File: src/rtl/pfcck_pkg.sv
// Shared constants, types and functions for the pixel format convert / color key block.
package pfcck_pkg;

  localparam int PIXEL_BITS    = 32;
  localparam int PALETTE_DEPTH = 256;
  localparam int PAL_AW        = (PALETTE_DEPTH > 1) ? $clog2(PALETTE_DEPTH) : 1;
  localparam int TOP_W         = $clog2(PIXEL_BITS);
  localparam int QDEPTH        = 4;
  localparam int QAW           = $clog2(QDEPTH);
  localparam int QCW           = $clog2(QDEPTH + 1);
  localparam int CFG_AW        = 8;
  localparam int CFG_DW        = 32;

  localparam logic [CFG_AW-1:0] REG_RED_BITS      = 8'd0;
  localparam logic [CFG_AW-1:0] REG_GREEN_BITS    = 8'd1;
  localparam logic [CFG_AW-1:0] REG_BLUE_BITS     = 8'd2;
  localparam logic [CFG_AW-1:0] REG_SOURCE_MODE   = 8'd3;
  localparam logic [CFG_AW-1:0] REG_PALETTE_COUNT = 8'd4;
  localparam logic [CFG_AW-1:0] REG_USE_FIXED_KEY = 8'd5;
  localparam logic [CFG_AW-1:0] REG_KEY_INDEX     = 8'd6;

  localparam logic FUNC_PAL_WRITE = 1'b0;
  localparam logic FUNC_CONVERT   = 1'b1;

  localparam logic MODE_INDEXED = 1'b0;
  localparam logic MODE_DIRECT  = 1'b1;

  typedef struct packed {
    logic [31:0]      red_bits;
    logic [31:0]      green_bits;
    logic [31:0]      blue_bits;
    logic [TOP_W-1:0] red_top;
    logic [TOP_W-1:0] green_top;
    logic [TOP_W-1:0] blue_top;
    logic             source_mode;
    logic [8:0]       palette_count;
    logic             use_fixed_key;
    logic [7:0]       key_index;
  } cfg_t;

  typedef struct packed {
    logic [7:0] red;
    logic [7:0] green;
    logic [7:0] blue;
    logic [7:0] index;
    logic       first_pixel;
    logic       zero_word;
  } qentry_t;

  // Highest set bit of a mask within the pixel width; empty mask gives 0.
  function automatic logic [TOP_W-1:0] top_bit(input logic [31:0] m);
    logic [TOP_W-1:0] h;
    h = '0;
    for (int b = 0; b < PIXEL_BITS && b < 32; b++) begin
      if (m[b]) h = TOP_W'(b);
    end
    return h;
  endfunction

  // Align bit 7 of the channel with bit h, then mask.
  function automatic logic [31:0] place_channel(input logic [7:0] v, input logic [31:0] m,
                                                input logic [TOP_W-1:0] h);
    logic [38:0] sh;
    sh = {31'b0, v} << h;
    return sh[38:7] & m;
  endfunction

endpackage

File: src/rtl/pfcck_queue.sv
// Small register FIFO between front and back ends.
module pfcck_queue (
  input  logic                clk,
  input  logic                rst,
  input  logic                push,
  input  pfcck_pkg::qentry_t  push_entry,
  input  logic                pop,
  output pfcck_pkg::qentry_t  head,
  output logic                empty,
  output logic                full
);

  pfcck_pkg::qentry_t          slots [pfcck_pkg::QDEPTH];
  logic [pfcck_pkg::QAW-1:0]   wr_ptr;
  logic [pfcck_pkg::QAW-1:0]   rd_ptr;
  logic [pfcck_pkg::QCW-1:0]   count;

  assign empty = (count == '0);
  assign full  = (count == pfcck_pkg::QCW'(pfcck_pkg::QDEPTH));
  assign head  = slots[rd_ptr];

  always_ff @(posedge clk) begin
    if (rst) begin
      wr_ptr <= '0;
      rd_ptr <= '0;
      count  <= '0;
    end else begin
      if (push) wr_ptr <= wr_ptr + 1'b1;
      if (pop)  rd_ptr <= rd_ptr + 1'b1;
      if (push && !pop) count <= count + 1'b1;
      else if (pop && !push) count <= count - 1'b1;
    end
  end

  always_ff @(posedge clk) begin
    if (push) slots[wr_ptr] <= push_entry;
  end

  a_no_overflow: assert property (@(posedge clk) disable iff (rst) full |-> !push)
    else $error("queue push while full");
  a_no_underflow: assert property (@(posedge clk) disable iff (rst) empty |-> !pop)
    else $error("queue pop while empty");
  a_count_track: assert property (@(posedge clk) disable iff (rst)
    (push && !pop) |=> (count == $past(count) + 1'b1))
    else $error("queue count did not advance on push");

endmodule

File: config.mk
export PLATFORM = sky130hd
export DESIGN_NAME = pfcck_queue
export DESIGN_NICKNAME = d
export VERILOG_FILES = /design/src/rtl/pfcck_pkg.sv /design/src/rtl/pfcck_queue.sv
export SDC_FILE = /design/constraint.sdc
export NUM_CORES = 1
export LEC_CHECK = 0
export BUFFER_PORTS_ARGS = -buffer_cell sky130_fd_sc_hd__buf_4
export CORE_MARGIN = 3
export CORE_UTILIZATION = 50
export CTS_BUF_LIST = sky130_fd_sc_hd__clkbuf_8
export DETAILED_ROUTE_END_ITERATION = 8
export GPL_TIMING_DRIVEN = 0
export PLACE_DENSITY = 0.84
export SLEW_MARGIN = 20
export SYNTH_ARGS = -nofsm -noshare
export SYNTH_HDL_FRONTEND = slang
export SYNTH_SLANG_ARGS = --single-unit
File: constraint.sdc
create_clock -name clk -period 1.75 [get_ports clk]
set_input_delay 0.2625 -clock clk [delete_from_list [all_inputs] [get_ports clk]]
set_output_delay 0.2625 -clock clk [all_outputs]
set_load 0.01 [all_outputs]
==> results.yml <==
clock_tree:
  ctsLongestPathBuffers: 2
  cts-buffers-inserted: 17
  clock-sinks: 145
  htree_num_levels: 4
  tritoncts: "built"
  cts.reportedPaths.clkPinSlew_ns: 0.09
  clk_latency_ns: 0.43
  clk_root_buffer_cell: "clkbuf_8"
route:
  drc: 0
  routed_wirelength_um: 9225
  initialDrtViolationCount: 115
  vias_per_cell: 5.245
  routedWlPerCell_um: 19.46
  drt.antenna.violating_nets: 0
  drt-pass1-iter-count: 4
  vias: 2486
synthesis:
  synth.avg_cell_area_um2: 24.25
  synth_cell_area_mm2: 0.005384
  flop_and_latch_count_out_of_synthesis: 145
  yosysWarnings: 0
  synthCells: 222
  synth_top_area_share_pct: 75.85
  synth_area_leaders: "edfxtp_1 (76%), mux4_2 (13%), dfxtp_1 (3.3%)"
  ys_types: 22
  synth.yosys.seq_area_share_pct: 79.20
  synth_top_area_cell: "edfxtp_1"
  net_count_of_the_mapped_netlist: 266
sta:
  fin_crit_ns: 2.031
  fmax_mhz: 492.3
  tightestPinTransition_ns: 0.5348
  finalSetupViolations: 34
  fin_skew_ns: 0.01758
  timing_hold_violations_final: 0
  final.period_utilization_pct: 116.1
  finalWorstSetupSlack_ns: -0.2812
  fin_tns_setup_ns: -8.557
  worst_slew_margin_rel_pct: 64.35
  slew_viol_final: 0
  grt_setup_unrepaired: "true"
global_route:
  grt_first_pass_wirelength_um: 14210
  antenna_found_initial: 0
  largest_net_degree_at_the_start_of_global_routing: 35
  first_global_vias: 2785
  grt.total_usage_pct: 16.45
  overflow: 0
hold_path:
  worst_hold_startpoint: "push_entry[1]"
  hp-class: "input port to register"
  whs_endpoint: "slots[3][1]"
  hold_path_depth: 1
place:
  place.detailed.instances: 430
  gp_congestion: 0.6813
  buffer_ports.inserted: 72
  dpl_cell_area_mm2: 0.006100
  detailed_place_hpwl_um: 5446
  post-place-ws_ns: -0.03441
setup_path:
  start_of_the_worst_register_to_register_path: "count[0]"
  critPathCaptureType: "output port"
  cp.required_ns: 1.49
  crit_path_cell_trace: "buf_12, buf_12, mux4_2, buf_6"
  most_frequent_cell_on_the_critical_path: "buf_12"
  rr_endpoint: "count[2]"
  cp_slowest_cell: "mux4_2"
  critPathTopFamily: "multiplexers"
  number_of_buffers_and_inverters_on_the_critical_path: 3
  critical_path.max_fanout: 9
  max_stage_delay_ns: 0.54
  criticalPathCategory: "register to output port"
  timing.critical_path.arrival_ns: 1.77
  worst_r2r_path_depth: 4
  start_kind: "register"
  r2r_slack_ns: 0.25
die:
  design.portCount: 74
  fp.dieW_um: 109.8
  die_h_um: 109.8
  die-area_mm2: 0.01205
  initial_core_util_pct: 51.69
  placement_rows: 37
  core_mm2: 0.01042
layout:
  layout-drive-gt1-share_pct: 45.56
  layout.cells.most_common_list: "edfxtp_1 (136), buf_4 (43), mux4_2 (33), buf_6 (33), clkbuf_8 (17)"
  antenna_cell_count: 0
  layout_commonest_cell: "edfxtp_1"
  layoutNonFillerInstCount: 474
  layout.cell_area.non_filler_mm2: 0.006775
  nNetsFinal: 369
  fill_cells: 736
  area_delta_synth_final_pct: 25.84
power_and_ir_drop:
  ir_drop_mv: 0.6622
  powerDensity_mw_per_mm2: 1097
  post-layout-total-power_uw: 7432
  reported_leakage_power_uw: 0.002341
status:
  status: "finished with violations"
  violations: "setup timing"
run:
  drv_cap: 0
==> worst max path at each step <==
stage / end / depth (start not counted)
floorplan: count[2] / 7
global placement: head[5] / 4
detailed placement: slots[2][9] / 3
CTS: head[18] / 4
global route: head[19] / 4
finish: head[18] / 4
==> layout make-up <==
cell class	count	area [um2]	share of cell area, %
inverter	4	15.01	0.2216
buffer	8	106.4	1.570
multi-input combinational	64	1010	14.90
clock buffer	17	234.0	3.453
tap	136	170.2	2.512
timing repair buffer	85	847.1	12.50
clock inverter	15	126.4	1.865
sequential	145	4267	62.97
==> Yosys cell counts <==
master and instances:
edfxtp_1 136, mux4_2 30, dfxtp_1 9, nor2_1 7
ha_1 5, and2_1 4, inv_1 4, mux4_1 4
buf_12 3, buf_2 3, xor2_1 3, clkbuf_1 2
mux2i_1 2, xnor2_1 2, a21oi_1 1, buf_6 1
fa_1 1, nand2_1 1, nor3_1 1, nor3b_1 1
o21ai_0 1, or3_1 1
==> repair_timing <==
| item | 4_1_cts | 5_1_grt |
|---|---|---|
| endpoints found under the hold margin | 0 | 23 |
| endpoints found under the setup margin | 151 | 34 |
| cloned | 0 | 3 |
| gates resized for setup | 45 | 2 |
| setup buffers | 1 | 1 |
| hold buffers | 0 | 8 |
==> metal layers <==
| metal | track usage, % | vias up | share of wire [%] |
|---|---|---|---|
| li1 | - | 1128 | - |
| met1 | 20.69 | 1277 | 42 |
| met2 | 26.90 | 67 | 52 |
| met3 | 5.285 | 14 | 4.4 |
| met4 | 6.144 | 0 | 1.1 |
| met5 | 0 | - | 0 |
==> stage by stage <==
stage	utilization, %	hold WS, ns
final	65.05	0.02677
after global routing	65.05	0.0002969
after CTS	63.42	0.002296
after detailed placement	58.56	0.4663
after global placement	58.56	0.4612
after floorplan	-	0.3614
==> cell families after synthesis <==
logic type                 after synthesis  share of synthesized area [%]
AOI/OAI and AO/OA                        2                         0.1857
and+or+nand+nor                         15                          1.371
muxes                                   36                          14.87
xor gates and xnor gates                 5                         0.8135
adders and majority gates                6                          1.534
DFF                                    145                          79.20
buffers and inverters                   13                          2.022
==> where the power goes <==
part	switching [uW]	internal, uW
Sequential	59.3	3970
Clock	1350	1020
Combinational	438	593
==> sequential cells by signal, indices dropped and copies added, names as in the netlist, named ones only <==
register  cells
count         3
slots       136
rd_ptr        2
wr_ptr        2
Note: power is estimated with default switching activity, not from simulation.
