### src/rtl/pfcck_pkg.sv
// Shared constants, types and functions for the pixel format convert / color key block.
package pfcck_pkg;

  localparam int PIXEL_BITS    = 32;
  localparam int PALETTE_DEPTH = 256;
  localparam int PAL_AW        = (PALETTE_DEPTH > 1) ? $clog2(PALETTE_DEPTH) : 1;
  localparam int TOP_W         = $clog2(PIXEL_BITS);
  localparam int QDEPTH        = 4;
  localparam int QAW           = $clog2(QDEPTH);
  localparam int QCW           = $clog2(QDEPTH + 1);
  localparam int CFG_AW        = 8;
  localparam int CFG_DW        = 32;

  localparam logic [CFG_AW-1:0] REG_RED_BITS      = 8'd0;
  localparam logic [CFG_AW-1:0] REG_GREEN_BITS    = 8'd1;
  localparam logic [CFG_AW-1:0] REG_BLUE_BITS     = 8'd2;
  localparam logic [CFG_AW-1:0] REG_SOURCE_MODE   = 8'd3;
  localparam logic [CFG_AW-1:0] REG_PALETTE_COUNT = 8'd4;
  localparam logic [CFG_AW-1:0] REG_USE_FIXED_KEY = 8'd5;
  localparam logic [CFG_AW-1:0] REG_KEY_INDEX     = 8'd6;

  localparam logic FUNC_PAL_WRITE = 1'b0;
  localparam logic FUNC_CONVERT   = 1'b1;

  localparam logic MODE_INDEXED = 1'b0;
  localparam logic MODE_DIRECT  = 1'b1;

  typedef struct packed {
    logic [31:0]      red_bits;
    logic [31:0]      green_bits;
    logic [31:0]      blue_bits;
    logic [TOP_W-1:0] red_top;
    logic [TOP_W-1:0] green_top;
    logic [TOP_W-1:0] blue_top;
    logic             source_mode;
    logic [8:0]       palette_count;
    logic             use_fixed_key;
    logic [7:0]       key_index;
  } cfg_t;

  typedef struct packed {
    logic [7:0] red;
    logic [7:0] green;
    logic [7:0] blue;
    logic [7:0] index;
    logic       first_pixel;
    logic       zero_word;
  } qentry_t;

  // Highest set bit of a mask within the pixel width; empty mask gives 0.
  function automatic logic [TOP_W-1:0] top_bit(input logic [31:0] m);
    logic [TOP_W-1:0] h;
    h = '0;
    for (int b = 0; b < PIXEL_BITS && b < 32; b++) begin
      if (m[b]) h = TOP_W'(b);
    end
    return h;
  endfunction

  // Align bit 7 of the channel with bit h, then mask.
  function automatic logic [31:0] place_channel(input logic [7:0] v, input logic [31:0] m,
                                                input logic [TOP_W-1:0] h);
    logic [38:0] sh;
    sh = {31'b0, v} << h;
    return sh[38:7] & m;
  endfunction

endpackage

### src/rtl/pfcck_if.sv


interface pfcck_cfg_if;
  logic                          valid;
  logic                          ready;
  logic [pfcck_pkg::CFG_AW-1:0]  addr;
  logic [pfcck_pkg::CFG_DW-1:0]  data;
  modport source(output valid, addr, data, input ready);
  modport sink(input valid, addr, data, output ready);
endinterface

### src/rtl/pfcck_cfg.sv
// Configuration registers with precomputed top bit of each channel mask.
module pfcck_cfg (
  input  logic              clk,
  input  logic              rst,
  pfcck_cfg_if.sink         cfg_wr,
  output pfcck_pkg::cfg_t   cfg
);

  pfcck_pkg::cfg_t regs;

  assign cfg_wr.ready = 1'b1;
  assign cfg = regs;

  always_ff @(posedge clk) begin
    if (rst) begin
      regs.red_bits      <= 32'h00FF0000;
      regs.green_bits    <= 32'h0000FF00;
      regs.blue_bits     <= 32'h000000FF;
      regs.red_top       <= pfcck_pkg::top_bit(32'h00FF0000);
      regs.green_top     <= pfcck_pkg::top_bit(32'h0000FF00);
      regs.blue_top      <= pfcck_pkg::top_bit(32'h000000FF);
      regs.source_mode   <= pfcck_pkg::MODE_INDEXED;
      regs.palette_count <= '0;
      regs.use_fixed_key <= 1'b0;
      regs.key_index     <= '0;
    end else if (cfg_wr.valid) begin
      case (cfg_wr.addr)
        pfcck_pkg::REG_RED_BITS: begin
          regs.red_bits <= cfg_wr.data;
          regs.red_top  <= pfcck_pkg::top_bit(cfg_wr.data);
        end
        pfcck_pkg::REG_GREEN_BITS: begin
          regs.green_bits <= cfg_wr.data;
          regs.green_top  <= pfcck_pkg::top_bit(cfg_wr.data);
        end
        pfcck_pkg::REG_BLUE_BITS: begin
          regs.blue_bits <= cfg_wr.data;
          regs.blue_top  <= pfcck_pkg::top_bit(cfg_wr.data);
        end
        pfcck_pkg::REG_SOURCE_MODE:   regs.source_mode   <= cfg_wr.data[0];
        pfcck_pkg::REG_PALETTE_COUNT: regs.palette_count <= cfg_wr.data[8:0];
        pfcck_pkg::REG_USE_FIXED_KEY: regs.use_fixed_key <= cfg_wr.data[0];
        pfcck_pkg::REG_KEY_INDEX:     regs.key_index     <= cfg_wr.data[7:0];
        default: ;
      endcase
    end
  end

endmodule

### src/flat_wrapper.sv
// flat-port wrapper written by rule: the top's interface ports become plain ports
module pfcck_cfg_flat 
  (clk, rst, cfg, cfg_wr_valid, cfg_wr_addr, cfg_wr_data, cfg_wr_ready);
  pfcck_cfg_if cfg_wr_i ();
  input  logic clk;
  input  logic rst;
  output pfcck_pkg::cfg_t cfg;
  input wire logic [$bits(cfg_wr_i.valid)-1:0] cfg_wr_valid;
  input wire logic [$bits(cfg_wr_i.addr)-1:0] cfg_wr_addr;
  input wire logic [$bits(cfg_wr_i.data)-1:0] cfg_wr_data;
  output wire logic [$bits(cfg_wr_i.ready)-1:0] cfg_wr_ready;
  assign cfg_wr_i.valid = cfg_wr_valid;
  assign cfg_wr_i.addr = cfg_wr_addr;
  assign cfg_wr_i.data = cfg_wr_data;
  assign cfg_wr_ready = cfg_wr_i.ready;
  pfcck_cfg u_core (.clk(clk), .rst(rst), .cfg_wr(cfg_wr_i), .cfg(cfg));
endmodule
### config.mk
export PLATFORM = sky130hd
export DESIGN_NAME = pfcck_cfg_flat
export DESIGN_NICKNAME = d
export VERILOG_FILES = /design/src/rtl/pfcck_pkg.sv /design/src/rtl/pfcck_if.sv /design/src/rtl/pfcck_cfg.sv /design/src/flat_wrapper.sv
export SDC_FILE = /design/constraint.sdc
export NUM_CORES = 1
export LEC_CHECK = 0
export BUFFER_PORTS_ARGS = -buffer_cell sky130_fd_sc_hd__clkbuf_2
export CORE_ASPECT_RATIO = 1.1
export CORE_MARGIN = 8
export CORE_UTILIZATION = 47
export CTS_BUF_LIST = sky130_fd_sc_hd__clkbuf_8
export CTS_CLUSTER_SIZE = 24
export DETAILED_ROUTE_END_ITERATION = 10
export GPL_TIMING_DRIVEN = 0
export PLACE_DENSITY = 0.75
export SYNTH_ARGS = -nofsm -noshare
export SYNTH_HDL_FRONTEND = slang
export SYNTH_SLANG_ARGS = --single-unit
### constraint.sdc
create_clock -name clk -period 1.73 [get_ports clk]
set_clock_uncertainty 0.1 [all_clocks]
set_input_delay 0.0865 -clock clk [delete_from_list [all_inputs] [get_ports clk]]
set_output_delay 0.0865 -clock clk [all_outputs]
set_load 0.02 [all_outputs]
==> flow_summary.yaml, run 1 <==
timing:
  slew_viol_final: 0
  setup_viol: 0
  fmax_mhz: 587
  fin_hold_ws_ns: 0.0255
  hold_viol_final: 0
  fin_setup_tns_ns: 0
  relSlewSlack_pct: 54.3
  period_share_pct: 98.4
  tightest_slew_ns: 0.680
  min_period_ns: 1.70
  rsz0062_at_grt: "true"
logic_synthesis:
  syn_nets: 652
  synth_top_area_share_pct: 51.3
  synth_top_cells_by_count: "nand2_1, dfxtp_1, a21oi_1, nor2_1"
  seq_area_frac_synth_pct: 51.3
  ys_async_sr_fraction_pct: 0
  synth_top_cell_by_area: "dfxtp_1"
  synth_cell_types: 42
  synth_edf_count: 0
  yosysWarnings: 0
  syn-mean-instance-area_sq_um: 8.32
  synth_area_leaders: "dfxtp_1, nand2_1, a21oi_1, mux2i_1, nand3b_1"
  synth_cells: 609
  synth_most_common_cell: "nand2_1"
  synthFlopType: "dfxtp_1"
  synth.ff_latch_count: 130
  synth_area_sq_um: 5070
worst_setup_path:
  arrival_ns: 1.93
  cp-start-kind: "primary input"
  path_class: "in2reg"
  worstSetupEndpointType: "flip-flop"
  cp_max_fo: 7
  critPathRequiredTime_ns: 1.95
drt:
  vias_per_cell: 5.29
  ant_nets: 0
  drcViolationCount: 0
  vias: 5222
  drt_iter0_markers: 299
  drt_wl_total_mm: 17.6
  dr.pass1.iters: 6
  wl_per_cell_um: 17.8
min_path:
  hp-class: "in2reg"
global_routing:
  grt_pass1_vias: 5235
  grt_remaining_overflow: 0
  grt_antenna_before_repair: 0
  grt_first_pass_wirelength_mm: 27.1
  grtUsageTotal_pct: 24.1
  grt_max_degree: 17
placement:
  hpwlAfterDp_mm: 12.4
  io_buffers: 166
  gp_congestion: 0.903
floorplanning:
  start_util_pct: 48.6
  num_rows: 39
  core_sq_um: 10400
  dieArea_sq_um: 14400
  io_pins: 174
  die_h_um: 125
  die_w_um: 115
clock_tree:
  cts-buffers-inserted: 17
  cts_buffer_depth: 2
  cts_tree: "done"
  cts_root_buffer: "clkbuf_8"
  htreeDepth: 4
  worst_skew_pair.late_latency_ns: 0.43
  clk_pin_slew_ns: 0.07
  clock-sinks: 130
pwr:
  power_density_nw_per_um2: 913
  peakVddDrop_uv: 643
  p_leak_nw: 2.91
finish:
  area_growth_pct: 37.4
  largest_reg_flops: 130
  drive_gt1_share_pct: 27.3
  final_nets: 875
  diodes: 0
  fill_cells: 867
  postLayoutCoreUtil_pct: 66.7
status:
  status: "finished clean"
run:
  max_cap_viol_count: 0
==> layer usage <==
| layer | GRT usage [%] | wire [um] |
|---|---|---|
| met2 | 41.1 | 8690 |
| met5 | 0 | 0 |
| met1 | 25.7 | 6530 |
| met3 | 8.43 | 1790 |
| met4 | 12.4 | 603 |
==> cells in the final DEF, fill, tap and decap left out, types with 6 or more instances in the layout <==
cell	count
nand2_1	194
clkbuf_2	166
dfxtp_1	130
a21oi_1	78
nor2_1	42
dlygate4sd3_1	38
clkbuf_1	23
nand3b_1	23
mux2i_1	19
clkbuf_8	19
buf_6	10
nor3_1	10
nor2b_1	6
buf_2	6
==> kinds of logic after synthesis <==
kind of cell           after synthesis  share of synthesized area [%]
buffers and inverters               47                           5.48
AO/OA/AOI/OAI                      109                           12.4
other                                1                         0.0740
AND/OR/NAND/NOR                    303                           26.9
multiplexers                        19                           3.75
flip-flops                         130                           51.3
==> layout make-up <==
type                       count  area [sq um]  area share, %
sequential                   130          2600           37.4
multi-input combinational    432          2230           32.0
timing repair buffer         204          1210           17.4
buffer                        44           267           3.83
clock buffer                  19           262           3.75
clock inverter                13           208           2.98
tap                          143           179           2.57
inverter                       3          11.3          0.162
==> critical path: stages <==
cell and delay, ns:
dlygate4sd3_1 0.55, clkbuf_2 0.19, or4_1 0.47, a211oi_1 0.25, o21ai_1 0.16, nor2_1 0.15
o21bai_1 0.07
==> final timing paths <==
check	slack, ns	end	depth (start not counted)	startpoint
worst max-delay path	0.03	u_core.cfg[31]$_SDFFE_PP1P_	7	cfg_wr_data[23]
worst min-delay path	0.03	u_core.cfg[24]$_SDFFE_PP1P_	4	cfg_wr_addr[3]
worst max register to register	0.86	u_core.cfg[20]$_SDFFE_PP1P_	2	u_core.cfg[20]$_SDFFE_PP1P_
worst min register to register	0.36	u_core.cfg[123]$_SDFFE_PP0P_	2	u_core.cfg[123]$_SDFFE_PP0P_
==> where the power goes <==
group / total (W) / internal, W / switching [W]
Combinational: 0.000369 / 0.000142 / 0.000227
Sequential: 0.00300 / 0.00299 / 0.00000264
Clock: 0.00299 / 0.00179 / 0.00120
==> timing repair <==
| action | 4_1_cts | 5_1_grt |
|---|---|---|
| endpoints found under the hold margin | 114 | 0 |
| hold buffers | 38 | 0 |
| resized for setup | 0 | 8 |
| endpoints found under the setup margin | 0 | 14 |
| setup buffers | 0 | 0 |
==> per-stage QoR <==
stage          std cells  power [W]  area [sq um]  setup slack [ns]
2_1_floorplan        609    0.00319          5070            0.0604
3_3_place_gp         918    0.00334          6080            -0.222
3_5_place_dp         918    0.00335          6080            -0.279
4_1_cts              988    0.00638          6930            0.0104
5_1_grt              988    0.00653          6970           -0.0335
6_report             988    0.00636          6970            0.0276
Note: power is estimated with default switching activity, not from simulation.
==> run 2: changes to the inputs <==
PLACE_DENSITY = not set   (was 0.75)
PLACE_DENSITY_LB_ADDON = 0.25   (was not set)
==> run 2 against run 1 <==
  * First-iteration DRC count increased by 21%
  * Sequential power barely moved
  * Critical path type unchanged
  * Hold slack worse by 0.0013 ns
  * Routed wire length rose by 0.73%
  * Highest routed layer unchanged
  * Cell count up 0.10%
  * Utilization shrank 0.37 points
  * Combinational power is 1% higher
  * Final area shrank 0.56%
  * Die area unchanged
  * Largest cell class unchanged
==> flow_summary.yaml, run 2 (same netlist as run 1, synthesis figures left out) <==
status:
  status: "finished clean"
global_routing:
  grt_remaining_overflow: 0
  grtUsageTotal_pct: 24.4
  grt_pass1_vias: 5193
  grt_antenna_before_repair: 1
  grt_max_degree: 17
  grt_first_pass_wirelength_mm: 27.3
finish:
  largest_reg_flops: 130
  multi_input_area_sq_um: 2240
  final_nets: 875
  fill_cells: 923
  area_growth_pct: 36.6
  final-seq-area_sq_um: 2600
  final_cell_mix: "nand2_1, clkbuf_2, dfxtp_1"
  postLayoutCoreUtil_pct: 66.3
  design_area_sq_um: 6930
  drive_gt1_share_pct: 27.8
  mostFrequentLayoutCell: "nand2_1"
drt:
  ant_nets: 0
  drt_iter0_markers: 362
  drt_wl_total_mm: 17.7
  wl_per_cell_um: 17.9
  vias: 5196
  drcViolationCount: 0
  dr.pass1.iters: 5
  vias_per_cell: 5.25
timing:
  tightest_slew_ns: 0.628
  layout_setup_ws_ns: 0.0215
  relSlewSlack_pct: 57.8
  setup_viol: 0
  slew_viol_final: 0
  min_period_ns: 1.71
  hold_viol_final: 0
  rsz0062_at_grt: "false"
  fin_setup_tns_ns: 0
  period_share_pct: 98.8
  fmax_mhz: 585
placement:
  place_area_sq_um: 6080
  gp_congestion: 0.865
  hpwlAfterDp_mm: 12.4
  dp_slack_ns: -0.302
  io_buffers: 166
pwr:
  peakVddDrop_uv: 536
  p_seq_share_pct: 49.6
  switchingPower_w: 0.00139
  power_density_nw_per_um2: 873
  p_sw_share_pct: 23.0
  combPwrFrac_pct: 6.2
  p_int_w: 0.00466
  p_leak_nw: 2.90
  clkPwrFrac_pct: 44.3
min_path:
  holdCritStartpoint: "cfg_wr_addr[3]"
  hp-class: "in2reg"
clock_tree:
  cts-buffers-inserted: 17
  cts_tree: "done"
  clk_pin_slew_ns: 0.07
  htreeDepth: 4
  worst_skew_pair.late_latency_ns: 0.44
  cts_root_buffer: "clkbuf_8"
  clock-sinks: 130
  postCtsSetupBuffers: 0
  cts_buffer_depth: 2
worst_setup_path:
  cp-startpoint: "cfg_wr_data[3]"
  arrival_ns: 1.98
  critPathRequiredTime_ns: 2.00
  path_class: "in2reg"
  worstSetupEndpointType: "flip-flop"
  cp-start-kind: "primary input"
  cp_max_fo: 7
  r2r_start: "u_core.cfg[30]$_SDFFE_PP1P_"
run:
  max_cap_viol_count: 0
floorplanning:
  start_util_pct: 48.6
  core_sq_um: 10400
  dieArea_sq_um: 14400
  num_rows: 39
  die_h_um: 125
  die_w_um: 115
  io_pins: 174
run 2: power by group through the flow:
stage | registers [W] | logic, W | clock network, W
6_report | 0.00300 | 0.000374 | 0.00268
5_1_grt | 0.00300 | 0.000398 | 0.00283
4_1_cts | 0.00300 | 0.000358 | 0.00269
2_1_floorplan | 0.00307 | 0.000119 | 0
3_3_place_gp | 0.00307 | 0.000276 | 0
3_5_place_dp | 0.00307 | 0.000280 | 0
run 2: metrics by stage:
stage / total power, W / std cells / hold slack, ns
4_1_cts: 0.00605 / 988 / 0.0108
6_report: 0.00605 / 989 / 0.0241
2_1_floorplan: 0.00319 / 609 / 0.107
3_3_place_gp: 0.00334 / 918 / 0.303
3_5_place_dp: 0.00335 / 918 / 0.312
5_1_grt: 0.00623 / 989 / 0.0260
run 2: cell type report:
| type | instances | share of cell area [%] |
|---|---|---|
| flip-flops and latches | 130 | 37.6 |
| inverters | 3 | 0.163 |
| diodes | 1 | 0.0361 |
| clock buffers | 20 | 3.97 |
| well taps | 143 | 2.58 |
| multi-input cells | 432 | 32.3 |
| plain buffers | 44 | 3.88 |
| repair buffers | 204 | 17.5 |
| clock inverters | 12 | 2.02 |
run 2: what timing repair did:
action | CTS | global route
hold buffers | 38 | 0
endpoints found under the hold margin | 114 | 0
resized for setup | 0 | 13
setup endpoints to repair | 0 | 26
run 2: worst max-delay path, cell delays in order:
cell and delay, ns:
dlygate4sd3_1 0.53, clkbuf_2 0.20, nor2_1 0.06, o31ai_1 0.28
o311ai_0 0.21, a311o_1 0.44, a31oi_1 0.17
run 2: path summary, 6_finish.rpt:
kind                            cells past startpoint  slack, ns                           to
worst max-delay path                                7       0.02  u_core.cfg[20]$_SDFFE_PP1P_
worst min-delay path                                4       0.02  u_core.cfg[24]$_SDFFE_PP1P_
worst max register to register                      2       0.93  u_core.cfg[30]$_SDFFE_PP1P_
worst min register to register                      2       0.35  u_core.cfg[95]$_SDFFE_PP0P_
run 2: metal layers:
metal | up-vias | track usage, % | routed length [um] | part of all wire, %
met3 | 43 | 7.51 | 1520 | 8.6
met2 | 247 | 42.1 | 8940 | 50
met4 | 0 | 11.7 | 505 | 2.8
li1 | 2489 | - | - | -
met1 | 2417 | 26.4 | 6770 | 38
met5 | - | 0 | 0 | 0
